## src/rtl/bmct_pkg.sv

```systemverilog
// Package for the BLE-MIDI clock tempo parser: payload structs, parse phases,
// command codes passed from the byte parser to the tempo tracker, and constants.
// Has no dependencies; every other file in rtl/ imports it.
package bmct_pkg;

    localparam int STAMP_W = 13;
    localparam int HIGH_W  = 6;
    localparam int LOW_W   = 7;
    localparam int COUNT_W = 7;
    localparam int PADDR_W = 3;

    localparam logic [7:0] ST_CLOCK    = 8'hF8;
    localparam logic [7:0] ST_START    = 8'hFA;
    localparam logic [7:0] ST_CONTINUE = 8'hFB;
    localparam logic [7:0] ST_STOP     = 8'hFC;

    localparam logic [COUNT_W-1:0] CPB_RESET = 7'd24;

    // Register indexes of the configuration port.
    localparam logic [0:0] REG_CLOCKS_PER_BEAT = 1'b0;

    typedef struct packed {
        logic [7:0] packet_byte;
        logic       first_of_packet;
    } t_in_item;

    typedef struct packed {
        logic               running;
        logic [STAMP_W-1:0] beat_period;
        logic               click;
        logic               packet_error;
    } t_out_item;

    typedef enum logic [2:0] {
        PH_DROP,
        PH_FIRST_TS,
        PH_STATUS,
        PH_NEXT_TS
    } t_phase;

    typedef enum logic [1:0] {
        OP_NONE,
        OP_START,
        OP_STOP,
        OP_CLOCK
    } t_op;

    // One classified byte, as handed from the parser to the tempo tracker.
    typedef struct packed {
        t_op                op;
        logic [STAMP_W-1:0] stamp;
        logic               err;
    } t_cmd;

    // Queue status seen by the parser and the tracker.
    typedef struct packed {
        logic full;
        logic valid;
    } t_q_status;

endpackage

```

## src/rtl/bmct_front.sv

```systemverilog
// Byte parser of the BLE-MIDI clock tempo parser: follows packet framing and
// the 13-bit timestamp, and turns every accepted byte into one command.
// Depends on bmct_pkg.
module bmct_front (
    input  logic              i_clk,
    input  logic              i_rst_n,
    input  logic              i_in_valid,
    input  bmct_pkg::t_in_item i_in_item,
    input  bmct_pkg::t_q_status i_q_status,
    output logic              o_in_ready,
    output logic              o_push,
    output bmct_pkg::t_cmd    o_cmd
);
    import bmct_pkg::*;

    t_phase             r_phase, n_phase;
    logic [HIGH_W-1:0]  r_stamp_high, n_stamp_high;
    logic [LOW_W-1:0]   r_prev_low, n_prev_low;
    logic               r_prev_valid, n_prev_valid;
    logic [STAMP_W-1:0] r_msg_stamp, n_msg_stamp;

    logic              accept;
    logic              top_bit;
    logic [LOW_W-1:0]  low;
    logic [HIGH_W-1:0] wrap_high;
    t_op               status_op;

    assign o_in_ready = !i_q_status.full;
    assign accept     = i_in_valid && o_in_ready;
    assign o_push     = accept;
    assign top_bit    = i_in_item.packet_byte[7];
    assign low        = i_in_item.packet_byte[LOW_W-1:0];
    assign wrap_high  = (r_prev_valid && (low < r_prev_low)) ? r_stamp_high + 6'd1
                                                             : r_stamp_high;

    always_comb begin
        unique case (i_in_item.packet_byte)
            ST_START, ST_CONTINUE: status_op = OP_START;
            ST_STOP:               status_op = OP_STOP;
            ST_CLOCK:              status_op = OP_CLOCK;
            default:               status_op = OP_NONE;
        endcase
    end

    always_comb begin
        n_phase      = r_phase;
        n_stamp_high = r_stamp_high;
        n_prev_low   = r_prev_low;
        n_prev_valid = r_prev_valid;
        n_msg_stamp  = r_msg_stamp;
        o_cmd.op     = OP_NONE;
        o_cmd.stamp  = r_msg_stamp;
        o_cmd.err    = 1'b0;
        if (accept) begin
            if (i_in_item.first_of_packet) begin
                if (top_bit) begin
                    n_stamp_high = i_in_item.packet_byte[HIGH_W-1:0];
                    n_prev_valid = 1'b0;
                    n_phase      = PH_FIRST_TS;
                end else begin
                    o_cmd.err = 1'b1;
                    n_phase   = PH_DROP;
                end
            end else begin
                unique case (r_phase)
                    PH_FIRST_TS, PH_NEXT_TS: begin
                        if (top_bit) begin
                            n_stamp_high = wrap_high;
                            n_prev_low   = low;
                            n_prev_valid = 1'b1;
                            n_msg_stamp  = {wrap_high, low};
                            n_phase      = PH_STATUS;
                        end else if (r_phase == PH_FIRST_TS) begin
                            // No data bytes may follow the header directly.
                            o_cmd.err = 1'b1;
                            n_phase   = PH_DROP;
                        end
                    end
                    PH_STATUS: begin
                        if (top_bit) begin
                            o_cmd.op = status_op;
                            n_phase  = PH_NEXT_TS;
                        end else begin
                            o_cmd.err = 1'b1;
                            n_phase   = PH_DROP;
                        end
                    end
                    default: begin
                        n_phase = PH_DROP;
                    end
                endcase
            end
        end
    end

    always_ff @(posedge i_clk) begin
        if (!i_rst_n) begin
            r_phase      <= PH_DROP;
            r_stamp_high <= '0;
            r_prev_low   <= '0;
            r_prev_valid <= 1'b0;
            r_msg_stamp  <= '0;
        end else begin
            r_phase      <= n_phase;
            r_stamp_high <= n_stamp_high;
            r_prev_low   <= n_prev_low;
            r_prev_valid <= n_prev_valid;
            r_msg_stamp  <= n_msg_stamp;
        end
    end

endmodule

```

## src/rtl/bmct_queue.sv

```systemverilog
// Two-entry command queue between the byte parser and the tempo tracker.
// Depends on bmct_pkg.
module bmct_queue (
    input  logic                i_clk,
    input  logic                i_rst_n,
    input  logic                i_push,
    input  bmct_pkg::t_cmd      i_cmd,
    input  logic                i_pop,
    output bmct_pkg::t_q_status o_status,
    output bmct_pkg::t_cmd      o_cmd
);
    import bmct_pkg::*;

    t_cmd       r_mem [2];
    logic       r_wr_ptr, n_wr_ptr;
    logic       r_rd_ptr, n_rd_ptr;
    logic [1:0] r_count, n_count;

    assign o_status.full  = (r_count == 2'd2);
    assign o_status.valid = (r_count != 2'd0);
    assign o_cmd          = r_mem[r_rd_ptr];

    always_comb begin
        n_wr_ptr = r_wr_ptr ^ i_push;
        n_rd_ptr = r_rd_ptr ^ i_pop;
        n_count  = r_count + {1'b0, i_push} - {1'b0, i_pop};
    end

    always_ff @(posedge i_clk) begin
        if (i_push) begin
            r_mem[r_wr_ptr] <= i_cmd;
        end
    end

    always_ff @(posedge i_clk) begin
        if (!i_rst_n) begin
            r_wr_ptr <= 1'b0;
            r_rd_ptr <= 1'b0;
            r_count  <= '0;
        end else begin
            r_wr_ptr <= n_wr_ptr;
            r_rd_ptr <= n_rd_ptr;
            r_count  <= n_count;
        end
    end

endmodule

```

## src/rtl/bmct_back.sv

```systemverilog
// Tempo tracker of the BLE-MIDI clock tempo parser: carries out start, stop
// and clock commands and holds the result in an output register.
// Depends on bmct_pkg.
module bmct_back (
    input  logic                         i_clk,
    input  logic                         i_rst_n,
    input  bmct_pkg::t_q_status          i_q_status,
    input  bmct_pkg::t_cmd               i_cmd,
    input  logic [bmct_pkg::COUNT_W-1:0] i_clocks_per_beat,
    input  logic                         i_out_ready,
    output logic                         o_pop,
    output logic                         o_out_valid,
    output bmct_pkg::t_out_item          o_out_item
);
    import bmct_pkg::*;

    logic [COUNT_W-1:0] r_count, n_count;
    logic [STAMP_W-1:0] r_window, n_window;
    logic [STAMP_W-1:0] r_period, n_period;
    logic               r_running, n_running;
    logic               r_out_valid, n_out_valid;
    t_out_item          r_out, n_out;

    assign o_pop       = i_q_status.valid && (!r_out_valid || i_out_ready);
    assign o_out_valid = r_out_valid;
    assign o_out_item  = r_out;

    always_comb begin
        n_count     = r_count;
        n_window    = r_window;
        n_period    = r_period;
        n_running   = r_running;
        n_out       = r_out;
        n_out_valid = r_out_valid && !i_out_ready;
        if (o_pop) begin
            unique case (i_cmd.op)
                OP_START: begin
                    n_count   = '0;
                    n_period  = '0;
                    n_running = 1'b1;
                end
                OP_STOP: begin
                    n_count   = '0;
                    n_running = 1'b0;
                end
                OP_CLOCK: begin
                    if (r_count == '0) begin
                        n_window = i_cmd.stamp;
                        n_count  = 7'd1;
                    end else if (r_count == i_clocks_per_beat) begin
                        n_period = i_cmd.stamp - r_window;
                        n_count  = '0;
                    end else begin
                        n_count = r_count + 7'd1;
                    end
                end
                default: begin
                end
            endcase
            n_out.running      = n_running;
            n_out.beat_period  = n_period;
            n_out.click        = (i_cmd.op == OP_START);
            n_out.packet_error = i_cmd.err;
            n_out_valid        = 1'b1;
        end
    end

    always_ff @(posedge i_clk) begin
        r_out <= n_out;
    end

    always_ff @(posedge i_clk) begin
        if (!i_rst_n) begin
            r_count     <= '0;
            r_window    <= '0;
            r_period    <= '0;
            r_running   <= 1'b0;
            r_out_valid <= 1'b0;
        end else begin
            r_count     <= n_count;
            r_window    <= n_window;
            r_period    <= n_period;
            r_running   <= n_running;
            r_out_valid <= n_out_valid;
        end
    end

endmodule

```

## src/rtl/ble_midi_clock_tempo_parser.sv

```systemverilog
// Top level of the BLE-MIDI clock tempo parser: configuration register,
// byte parser, command queue and tempo tracker.
// Depends on bmct_pkg, bmct_front, bmct_queue and bmct_back.
//
//   Channel   Direction  Handshake                     Payload
//   input     in         i_in_valid / o_in_ready       i_in_item (t_in_item)
//   result    out        o_out_valid / i_out_ready     o_out_item (t_out_item)
//   config    in         psel, penable, pwrite, pready  paddr, pwdata, prdata
//
// One byte is taken per cycle, back to back, while o_in_ready is high; each
// transfer yields exactly one result, written first into the queue and then
// by the tracker into the output register. Reset is synchronous and active
// low; there is no clearing pass. When the result side stalls, the two-entry
// queue absorbs up to two bytes before o_in_ready drops.
module ble_midi_clock_tempo_parser (
    input  logic                         i_clk,
    input  logic                         i_rst_n,
    input  logic                         i_in_valid,
    output logic                         o_in_ready,
    input  bmct_pkg::t_in_item           i_in_item,
    output logic                         o_out_valid,
    input  logic                         i_out_ready,
    output bmct_pkg::t_out_item          o_out_item,
    input  logic                         psel,
    input  logic                         penable,
    input  logic                         pwrite,
    input  logic [bmct_pkg::PADDR_W-1:0] paddr,
    input  logic [31:0]                  pwdata,
    output logic [31:0]                  prdata,
    output logic                         pready
);
    import bmct_pkg::*;

    logic [COUNT_W-1:0] r_clocks_per_beat;
    logic               reg_sel;
    logic               push;
    logic               pop;
    t_cmd               front_cmd;
    t_cmd               queue_cmd;
    t_q_status          q_status;

    // The register sits at byte address zero; the address bit above the word
    // offset selects the register, and writes to other words are dropped.
    assign pready  = 1'b1;
    assign reg_sel = (paddr[PADDR_W-1] == REG_CLOCKS_PER_BEAT);
    assign prdata  = reg_sel ? {25'd0, r_clocks_per_beat} : 32'd0;

    always_ff @(posedge i_clk) begin
        if (!i_rst_n) begin
            r_clocks_per_beat <= CPB_RESET;
        end else if (psel && penable && pwrite && pready && reg_sel) begin
            r_clocks_per_beat <= pwdata[COUNT_W-1:0];
        end
    end

    // Framing and timestamp tracking; every accepted byte becomes a command.
    bmct_front u_front (
        .i_clk      (i_clk),
        .i_rst_n    (i_rst_n),
        .i_in_valid (i_in_valid),
        .i_in_item  (i_in_item),
        .i_q_status (q_status),
        .o_in_ready (o_in_ready),
        .o_push     (push),
        .o_cmd      (front_cmd)
    );

    bmct_queue u_queue (
        .i_clk    (i_clk),
        .i_rst_n  (i_rst_n),
        .i_push   (push),
        .i_cmd    (front_cmd),
        .i_pop    (pop),
        .o_status (q_status),
        .o_cmd    (queue_cmd)
    );

    // Clock counting and period measurement, plus the result register.
    bmct_back u_back (
        .i_clk             (i_clk),
        .i_rst_n           (i_rst_n),
        .i_q_status        (q_status),
        .i_cmd             (queue_cmd),
        .i_clocks_per_beat (r_clocks_per_beat),
        .i_out_ready       (i_out_ready),
        .o_pop             (pop),
        .o_out_valid       (o_out_valid),
        .o_out_item        (o_out_item)
    );

endmodule
```

## config.mk

```make
export PLATFORM = sky130hd
export DESIGN_NAME = ble_midi_clock_tempo_parser
export DESIGN_NICKNAME = d
export VERILOG_FILES = /design/src/rtl/bmct_pkg.sv /design/src/rtl/bmct_front.sv /design/src/rtl/bmct_queue.sv /design/src/rtl/bmct_back.sv /design/src/rtl/ble_midi_clock_tempo_parser.sv
export SDC_FILE = /design/constraint.sdc
export NUM_CORES = 1
export LEC_CHECK = 0
export ABC_AREA = 1
export BUFFER_PORTS_ARGS = -buffer_cell sky130_fd_sc_hd__buf_2
export CAP_MARGIN = 30
export CORE_ASPECT_RATIO = 2
export CORE_UTILIZATION = 51
export CTS_CLUSTER_SIZE = 40
export DETAILED_ROUTE_END_ITERATION = 8
export PLACE_DENSITY = 0.74
export SYNTH_ARGS = -nofsm -noshare
export SYNTH_HDL_FRONTEND = slang
export SYNTH_SLANG_ARGS = --single-unit
```

## constraint.sdc

```tcl
create_clock -name i_clk -period 2.4 [get_ports i_clk]
set_input_delay 0.12 -clock i_clk [delete_from_list [all_inputs] [get_ports i_clk]]
set_output_delay 0.12 -clock i_clk [all_outputs]
set_load 0.1 [all_outputs]
```

==> out/metrics.cfg <==
[route]
first_pass_iters=7
ant_nets=0
wl_um=13900
num_vias=5355
dr.first_iter.drc_count=193
wl_per_cell_um=13.2
drc=0
viasPerCell=5.11

[final_layout]
drive_gt1_share_pct=17.1
fin_nets=969
instances_no_fill=1048
n_fill_cell=1104
fin_area_sq_mm=0.00746
final_core_util_pct=61.5
area_growth_pct=17.3
num_antenna_cells=0

[cts]
cts_tree=yes
clock-sinks=117
clk_pin_slew_ns=0.06
cts-root-buf=clkbuf_16
cts-buffers-inserted=17
clock_latency_ns=0.42
htreeDepth=4
post_cts_buffers=0
clockBufferDepth=2

[floorplanning]
initial_utilization_pct=52.4
die_w_um=81.0
die_h_um=160
die_area_sq_mm=0.0129
ios=102
core_area_sq_mm=0.0121
rows=57

[logic_synthesis]
syn-cell-area_sq_mm=0.00636
ys_seq_elements=117
avgSynthCellArea_sq_um=7.73
yosysSeqAreaShare_pct=44.4
yosysUniqueCellTypes=43
synthCells=823
yosysWarnings=0

[hold_path]
min_path_type=in -> reg
hold_end=r_clocks_per_beat[6]$_SDFFE_PN0P_
min_from=pwdata[6]
whs_path_depth=3

[sta]
fmax_mhz=441
max_slew.worst_pin.slew_ns=0.887
setup_violations=0
whs_ns=0.000366
skew_ns=0.00922
maxSlewHeadroom_pct=40.6
finalMaxSlewViolations=0
min_period_ns=2.27
finalCritPeriodShare_pct=94.5
tns_ns=0
finalHoldViolations=0

[worst_setup_path]
end_kind=flop
worstSetupPathType=reg -> reg
worst_ep_required_time_ns=2.57
cp_common_cell=nand2_1
crit_buf_inv=2
reg2reg_depth=12
cp.arrival_ns=2.44
r2r_end=u_back.o_out_item[13]$_DFFE_PP_
crit_family=simple AND/OR/NAND/NOR gates
crit_path_start_kind=flop
worstPathCellList=inv_1, buf_4, nand2_1, nand2_1, ha_2, nand2_1, nor2_2, nand3_1, nand4_1, nand3_2, nand2_1, nand2_1
slowest_delay_ns=0.39
ff2ff_setup_slack_ns=0.13
worst-path-max-fanout=9
cp_slowest_cell=ha_2

[grt]
track_usage_pct=23.2
grt_pass1_vias=5118
grt_max_degree=41
antenna_found_initial=0
grt_overflow=0
grt_pass1_wl_um=22800

[placement]
globalplace.congestion=0.862
placedCellCount=1009
postPlaceCellArea_sq_mm=0.00668
port_buffers=48
hpwl_um=9910

[power]
p_leak_uw=0.00351
p_switching_uw=4670
ir_drop_uv=1130
clkPwrFrac_pct=25.8
combinationalPowerShare_pct=46.6
pwr-share-seq_pct=27.5
powerDensity_mw_per_mm2=1390
intPower_uw=5710
switching_share_pct=45.0

[status]
status=completed

[flow_run]
cap_viol_max_count=0

==> repair_timing <==
| action | in CTS | in global routing |
|---|---|---|
| pin swaps | 0 | 1 |
| setup endpoints to repair | 1 | 36 |
| hold endpoints to repair | 7 | 0 |
| gates resized for setup | 1 | 21 |
| hold buffers | 7 | 0 |
==> layout make-up <==
type	instances	area, sq um	share of cell area [%]
Multi-Input combinational cell	562	2940	39.4
Sequential cell	117	2830	37.9
Inverter	119	447	5.99
Timing Repair Buffer	71	434	5.82
Clock buffer	17	425	5.70
Clock inverter	15	205	2.75
Tap cell	147	184	2.47
==> tightest hold or removal path, stage by stage <==
cell and delay (ns):
buf_2 0.08, o21ai_0 0.07, a21oi_1 0.11
==> placed cells by master (no fill, tap or decap), types with 4 or more instances in the layout <==
| cell type | netlist | routed |
|---|---|---|
| xor2_1 | 8 | 8 |
| nand3_1 | 53 | 51 |
| inv_1 | 107 | 107 |
| clkinv_4 | 0 | 5 |
| ha_2 | 0 | 6 |
| buf_2 | 7 | 48 |
| dfxtp_1 | 69 | 67 |
| edfxtp_1 | 48 | 48 |
| o21ai_1 | 9 | 9 |
| clkbuf_16 | 0 | 17 |
| nand4_1 | 6 | 6 |
| nand3_2 | 3 | 5 |
| nand2_2 | 7 | 8 |
| ha_1 | 29 | 21 |
| nor2_4 | 4 | 4 |
| bufinv_16 | 0 | 4 |
| buf_4 | 26 | 15 |
| nor3_1 | 7 | 7 |
| xnor2_1 | 5 | 5 |
| conb_1 | 2 | 26 |
| o21ai_0 | 28 | 28 |
| a21oi_2 | 1 | 5 |
| a211oi_1 | 5 | 5 |
| dlygate4sd3_1 | 0 | 7 |
| nand2_1 | 228 | 227 |
| o211ai_1 | 9 | 9 |
| inv_2 | 11 | 11 |
| a21oi_1 | 56 | 52 |
| or2_2 | 4 | 4 |
| nor2_1 | 61 | 59 |
==> power groups by stage <==
stage / sequential [uW] / combinational (uW) / clock (uW)
finish: 2860 / 4840 / 2680
global route: 2920 / 5280 / 2790
CTS: 2850 / 4670 / 2710
detailed placement: 2890 / 4620 / 0
global placement: 2870 / 4540 / 0
floorplan: 3900 / 2720 / 0
==> cell families after synthesis <==
| family | count (synthesis) | synth area share (%) |
|---|---|---|
| compound gates | 111 | 9.46 |
| simple gates | 381 | 26.0 |
| xor+xnor | 13 | 1.79 |
| flops | 117 | 44.4 |
| mux | 1 | 0.157 |
| other cells | 2 | 0.118 |
| buf+inv | 168 | 12.1 |
| fa+ha+maj | 30 | 6.02 |
==> flip-flops by register name, summed over array words and instances, names as in the netlist, 2 cells and up, named ones only <==
| signal | cells |
|---|---|
| u_queue.r_mem | 32 |
| u_queue.r_count | 2 |
| r_clocks_per_beat | 7 |
| u_back.r_period | 13 |
| u_back.o_out_item | 16 |
| u_back.r_count | 7 |
| u_front.r_msg_stamp | 13 |
| u_front.r_stamp_high | 6 |
| u_front.r_phase | 2 |
| u_back.r_window | 13 |
==> Yosys cell counts <==
library cell,number,share of area (%)
a211oi_1,5,0.59
a21oi_1,56,4.4
a21oi_2,1,0.14
a31oi_1,1,0.098
and3_1,1,0.098
buf_2,7,0.55
buf_4,26,3.1
buf_6,2,0.35
clkbuf_1,11,0.65
clkbuf_2,1,0.079
clkbuf_8,1,0.22
clkinv_1,1,0.059
conb_1,2,0.12
dfxtp_1,69,22
dlygate4sd1_1,1,0.14
edfxtp_1,48,23
fa_1,1,0.31
ha_1,29,5.7
inv_1,107,6.3
inv_2,11,0.65
mux2i_1,1,0.16
nand2_1,228,13
nand2_2,7,0.69
nand2_4,2,0.35
nand3_1,53,4.2
nand3_2,3,0.47
nand3_4,1,0.28
nand3b_1,1,0.12
nand4_1,6,0.59
nor2_1,61,3.6
nor2_2,1,0.098
nor2_4,4,0.71
nor3_1,7,0.55
nor3_4,1,0.26
o211ai_1,9,1.1
o21ai_0,28,2.2
o21ai_1,9,0.71
o21ai_2,1,0.14
o31ai_1,1,0.12
or2_2,4,0.39
or2_4,1,0.14
xnor2_1,5,0.69
xor2_1,8,1.1
==> worst max path at each step <==
stage	from	to	slack, ns	cells after the start
after detailed placement	flop	u_back.o_out_item[13]$_DFFE_PP_	0.05	12
final	flop	u_back.o_out_item[13]$_DFFE_PP_	0.13	12
after floorplan	u_queue.r_count[0]$_SDFF_PN0_	u_queue.r_mem[1][0]$_DFFE_PP_	0.10	5
after global placement	flop	u_back.o_out_item[14]$_DFFE_PP_	0.06	12
after CTS	flop	u_back.o_out_item[13]$_DFFE_PP_	0.0008	12
after global routing	flop	u_back.r_period[10]$_SDFFE_PN0P_	-0.03	14
==> layer usage <==
metal	track usage (%)	vias to the layer above	share of wire, %
met5	0	-	0
met4	13.3	0	4.4
met3	4.11	49	3.4
met2	44.2	134	57
met1	21.8	2450	35
li1	-	2722	-
==> through the flow <==
stage	power [uW]	worst slack [ns]
6_report	10400	0.132
5_1_grt	11000	-0.0285
4_1_cts	10200	0.000793
3_5_place_dp	7510	0.0464
3_3_place_gp	7410	0.0641
2_1_floorplan	6620	0.100
Power figures use the tool's default switching activity.
